===== src/sv/vrr_pkg.sv =====
// Package for the vortex Rodrigues rotation core.
// Holds fixed-point constants, register codes, pipeline types and the CORDIC arctangent table.
// No dependencies.
package vrr_pkg;

  localparam logic signed [33:0] ONE_Q30         = 34'sd1073741824;
  localparam logic signed [33:0] HALF_TURN       = 34'sd2147483648;
  localparam logic signed [33:0] CORDIC_INV_GAIN = 34'sd652032874;
  localparam logic [29:0]        INV_TWO_PI_Q32  = 30'd683565276;
  localparam int                 ROT_DEPTH       = 7;

  typedef enum logic [2:0] {
    REG_CENTER_X  = 3'd0,
    REG_CENTER_Y  = 3'd1,
    REG_CENTER_Z  = 3'd2,
    REG_AXIS_X    = 3'd3,
    REG_AXIS_Y    = 3'd4,
    REG_AXIS_Z    = 3'd5,
    REG_TIME_STEP = 3'd6
  } cfg_reg_t;

  typedef struct packed {
    logic signed [32:0] px;
    logic signed [32:0] py;
    logic signed [32:0] pz;
    logic signed [31:0] vx;
    logic signed [31:0] vy;
    logic signed [31:0] vz;
  } prt_t;

  typedef struct packed {
    logic               vld;
    logic               flip;
    logic signed [33:0] x;
    logic signed [33:0] y;
    logic signed [33:0] z;
    prt_t               prt;
  } cord_t;

  function automatic logic [31:0] atan_turn(input logic [4:0] idx);
    logic [31:0] a;
    case (idx)
      5'd0:  a = 32'h20000000;
      5'd1:  a = 32'h12E4051E;
      5'd2:  a = 32'h09FB385B;
      5'd3:  a = 32'h051111D4;
      5'd4:  a = 32'h028B0D43;
      5'd5:  a = 32'h0145D7E1;
      5'd6:  a = 32'h00A2F61E;
      5'd7:  a = 32'h00517C55;
      5'd8:  a = 32'h0028BE53;
      5'd9:  a = 32'h00145F2F;
      5'd10: a = 32'h000A2F98;
      5'd11: a = 32'h000517CC;
      5'd12: a = 32'h00028BE6;
      5'd13: a = 32'h000145F3;
      5'd14: a = 32'h0000A2FA;
      5'd15: a = 32'h0000517D;
      5'd16: a = 32'h000028BE;
      5'd17: a = 32'h0000145F;
      5'd18: a = 32'h00000A30;
      5'd19: a = 32'h00000518;
      5'd20: a = 32'h0000028C;
      5'd21: a = 32'h00000146;
      5'd22: a = 32'h000000A3;
      5'd23: a = 32'h00000051;
      5'd24: a = 32'h00000029;
      5'd25: a = 32'h00000014;
      5'd26: a = 32'h0000000A;
      5'd27: a = 32'h00000005;
      5'd28: a = 32'h00000003;
      5'd29: a = 32'h00000001;
      5'd30: a = 32'h00000001;
      default: a = 32'h00000000;
    endcase
    return a;
  endfunction

endpackage


===== src/sv/vrr_cell.sv =====
// One CORDIC rotation cell: a single micro-rotation, registered, carrying the particle along.
// Depends on vrr_pkg.
module vrr_cell #(
  parameter int IDX = 0
) (
  input  logic          clk,
  input  logic          rst_n,
  input  logic          en,
  input  vrr_pkg::cord_t d_i,
  output vrr_pkg::cord_t q_o
);

  vrr_pkg::cord_t     cell_r;
  vrr_pkg::cord_t     cell_nxt;
  logic signed [33:0] xs;
  logic signed [33:0] ys;
  logic signed [33:0] at;

  always_comb begin
    xs = d_i.x >>> IDX;
    ys = d_i.y >>> IDX;
    at = 34'(vrr_pkg::atan_turn(5'(IDX)));
    cell_nxt = d_i;
    if (!d_i.z[33]) begin
      cell_nxt.x = d_i.x - ys;
      cell_nxt.y = d_i.y + xs;
      cell_nxt.z = d_i.z - at;
    end else begin
      cell_nxt.x = d_i.x + ys;
      cell_nxt.y = d_i.y - xs;
      cell_nxt.z = d_i.z + at;
    end
  end

  always_ff @(posedge clk) begin
    if (!rst_n) begin
      cell_r.vld <= 1'b0;
    end else if (en) begin
      cell_r <= cell_nxt;
    end
  end

  assign q_o = cell_r;

endmodule


===== config.mk =====
export PLATFORM = sky130hd
export DESIGN_NAME = vrr_cell
export DESIGN_NICKNAME = d
export VERILOG_FILES = /design/src/sv/vrr_pkg.sv /design/src/sv/vrr_cell.sv
export SDC_FILE = /design/constraint.sdc
export NUM_CORES = 1
export LEC_CHECK = 0
export ABC_AREA = 1
export ABC_CLOCK_PERIOD_IN_PS = 25600
export BUFFER_PORTS_ARGS = -buffer_cell sky130_fd_sc_hd__buf_4
export CORE_AREA = 2 2 236 238
export DETAILED_ROUTE_END_ITERATION = 8
export DIE_AREA = 0 0 238 240
export MAX_ROUTING_LAYER = met4
export PLACE_DENSITY = 0.59
export SKIP_CTS_REPAIR_TIMING = 1
export SLEW_MARGIN = 0
export SYNTH_ARGS = -nofsm -noshare
export SYNTH_HDL_FRONTEND = slang
export SYNTH_SLANG_ARGS = --single-unit
export TNS_END_PERCENT = 50

===== constraint.sdc =====
create_clock -name clk -period 25.6 [get_ports clk]
set_input_delay 7.68 -clock clk [delete_from_list [all_inputs] [get_ports clk]]
set_output_delay 7.68 -clock clk [all_outputs]
set_load 0.02 [all_outputs]

==> results.json <==
{
  "outcome": "complete, no violations",
  "reg2reg_setup_slack_ns": 24.84,
  "die_x_um": 238,
  "htree_levels": 2,
  "drtIter0Drc": 1359,
  "power_mw": 1.48,
  "yosysWarnings": 0,
  "critPathArrivalTime_ns": 10.10,
  "power.internal_mw": 1.01,
  "clock_path_buffers": 3,
  "wl_mm": 83.1,
  "syn_nets": 2107,
  "cts.clk_slew.worst_paths_ns": 0.06,
  "dp_hpwl_mm": 67.6,
  "yosysTopAreaCell": "edfxtp_1",
  "yosys-top-cells-count": "403 x nand2_1, 297 x edfxtp_1, 204 x inv_1, 149 x nand3_1, 143 x nor2_1",
  "reg2reg_from": "q_o[298]",
  "grt_pass1_vias": 15100,
  "synthDominantCellAreaShare_pct": 55.3,
  "required_ns": 25.91,
  "fin_crit_ns": 9.79,
  "path_cells": "buf_4 > inv_1 > ha_1 > nand2_1 > nor2_1 > nand2_1 > nor2_1 > nand2_1 > nor2_1 > nor2_1 > nand2_1 > nand2_1 > nand3_1 > nand2_1",
  "worst_path_max_delay_cell": "ha_1",
  "hp-start": "q_o[298]",
  "start_util_pct": 29.5,
  "finalSetupTns_ns": 0,
  "dp_slack_ns": 15.28,
  "p_sw_share_pct": 31.7,
  "grt_start_max_net_pins": 168,
  "min_path_cells": 2,
  "fin_ws_ns": 15.81,
  "worstMarginPinSlew_ns": 1.10,
  "cts_num_sinks": 298,
  "relSlewSlack_pct": 26.5,
  "grtUsageTotal_pct": 28.7,
  "end_kind": "flip-flop",
  "syn2layout_area_growth_pct": 39.5,
  "ys_ff_latch": 298,
  "grt_first_pass_wirelength_mm": 112,
  "period_share_pct": 38.3,
  "critPathLaunchType": "input pin",
  "finalSetupViolCount": 0,
  "yosysMostFrequentCell": "nand2_1",
  "hold_class": "reg -> reg",
  "ys_types": 42,
  "crit_top_cell": "nand2_1",
  "drive_gt1_share_pct": 28.8,
  "whs_endpoint": "q_o[298]",
  "vdd_ir_drop_max_mv": 0.0374,
  "synth_area_leaders": "edfxtp_1 55%, nand2_1 9.4%, ha_1 7.9%",
  "cts_tree": "built",
  "final_antenna_net_count": 0,
  "synth_edf_count": 297,
  "critPathBufInv": 2,
  "synth-seq-area-share_pct": 55.4,
  "fmax_ghz": 0.102,
  "cp_max_fo": 10,
  "clockRootBuffer": "clkbuf_16",
  "clk-insertion-delay-late_ns": 0.55,
  "async_reset_ff_share_pct": 0,
  "wl_per_cell_um": 27.3,
  "via_per_inst": 5.08,
  "fin_hold_ws_ns": 0.650,
  "criticalPathCategory": "in -> reg",
  "avgSynthCellArea_um2": 9.50,
  "power_leakage_nw": 10.2,
  "hold_viol": 0,
  "rr_worst_depth": 2,
  "synth_area_um2": 16100,
  "die_h_um": 240,
  "numCtsBuffers": 37,
  "overflow": 0,
  "r2r-end": "q_o[298]",
  "route.detailed.drc": 0,
  "largest_register_ffs": 298,
  "powerDensity_nw_per_um2": 65.9,
  "io_pins": 601,
  "path_delay_family": "simple AND/OR/NAND/NOR gates",
  "rsz0062_at_grt": "no",
  "port_buffers": 600,
  "core_area_um2": 54700,
  "first_pass_iters": 7,
  "place_congestion": 0.991,
  "slew_violations": 0,
  "fin_nets": 2706,
  "fin_util_pct": 41.2,
  "combPwrFrac_pct": 24.1,
  "pwr-share-clk_pct": 35.5,
  "cp_slowest_stage_delay_ns": 0.54,
  "pwr-share-seq_pct": 40.4,
  "synthFlopType": "edfxtp_1",
  "drv_cap": 0,
  "vias": 15500,
  "netlist_instances": 1699,
  "skew_ns": 0,
  "dieArea_um2": 57100,
  "row_count": 86,
  "p_sw_uw": 470,
  "antenna_found_initial": 19
}
logic make-up after synthesis:
kind of cell               Yosys count  share of synthesized area (%)
AOI/OAI and AO/OA                  278                           9.39
xor gates and xnor gates            30                           1.63
DFF                                298                           55.4
muxes                                1                         0.0620
and+or+nand+nor                    735                           18.8
adders and majority gates          106                           8.41
buffers and inverters              251                           6.27
per-layer routing:
layer	global-route usage, %	part of all wire (%)
met1	33.4	40
met2	48.9	50
met3	5.90	6.1
met4	10.9	3.8
met5	-	0
area by class of cell:
| type | count | area, um2 |
|---|---|---|
| diodes | 16 | 40.0 |
| clock buffers | 44 | 952 |
| clock inverters | 18 | 194 |
| fillers | 5421 | 32200 |
| inverters | 209 | 792 |
| multi-input cells | 1150 | 6180 |
| flip-flops and latches | 298 | 8940 |
| well taps | 704 | 881 |
| repair buffers | 602 | 4530 |
power by group through the flow:
stage	Combinational [mW]	Sequential, mW	Clock (mW)
finish	0.358	0.600	0.526
global route	0.382	0.603	0.553
CTS	0.356	0.600	0.537
detailed placement	0.353	0.609	0
global placement	0.353	0.609	0
floorplan	0.136	0.654	0
worst reg2reg max path: stages (launching register included):
cell     delay [ns]
dfxtp_1        0.45
o21ai_0        0.13
a21oi_1        0.12
stage by stage:
stage | cell area [um2] | std cells
2_1_floorplan | 16100 | 1699
5_1_grt | 22500 | 3041
6_report | 22500 | 3041
4_1_cts | 22500 | 3025
3_3_place_gp | 21300 | 2963
3_5_place_dp | 21300 | 2963
how the worst max path moves through the flow:
stage	slack, ns	startpoint	cells after the start	endpoint
3_3_place_gp	15.32	d_i[255]	13	q_o[294]
6_report	15.81	d_i[253]	14	q_o[296]
4_1_cts	15.89	d_i[253]	14	q_o[296]
5_1_grt	15.53	d_i[253]	14	q_o[296]
2_1_floorplan	11.55	rst_n	2	q_o[0]
3_5_place_dp	15.28	d_i[253]	14	q_o[296]
placed cells by master, fill, tap and decap left out, types with 4 or more instances in the layout:
| cell type | instances |
|---|---|
| o21ai_0 | 95 |
| nand4_1 | 10 |
| ha_1 | 102 |
| o211ai_1 | 7 |
| xor2_1 | 29 |
| inv_1 | 203 |
| o31ai_1 | 5 |
| a21oi_1 | 130 |
| clkinv_2 | 6 |
| nor3_1 | 14 |
| bufinv_16 | 4 |
| clkbuf_1 | 7 |
| clkbuf_16 | 37 |
| clkinv_1 | 6 |
| nor2_1 | 143 |
| inv_2 | 4 |
| o21bai_1 | 9 |
| buf_4 | 601 |
| o22ai_1 | 4 |
| fa_1 | 4 |
| nand2_1 | 403 |
| nand3_1 | 149 |
| a31oi_1 | 5 |
| edfxtp_1 | 297 |
| a21o_1 | 12 |
| diode_2 | 16 |
Note: power is estimated with default switching activity, not from simulation.
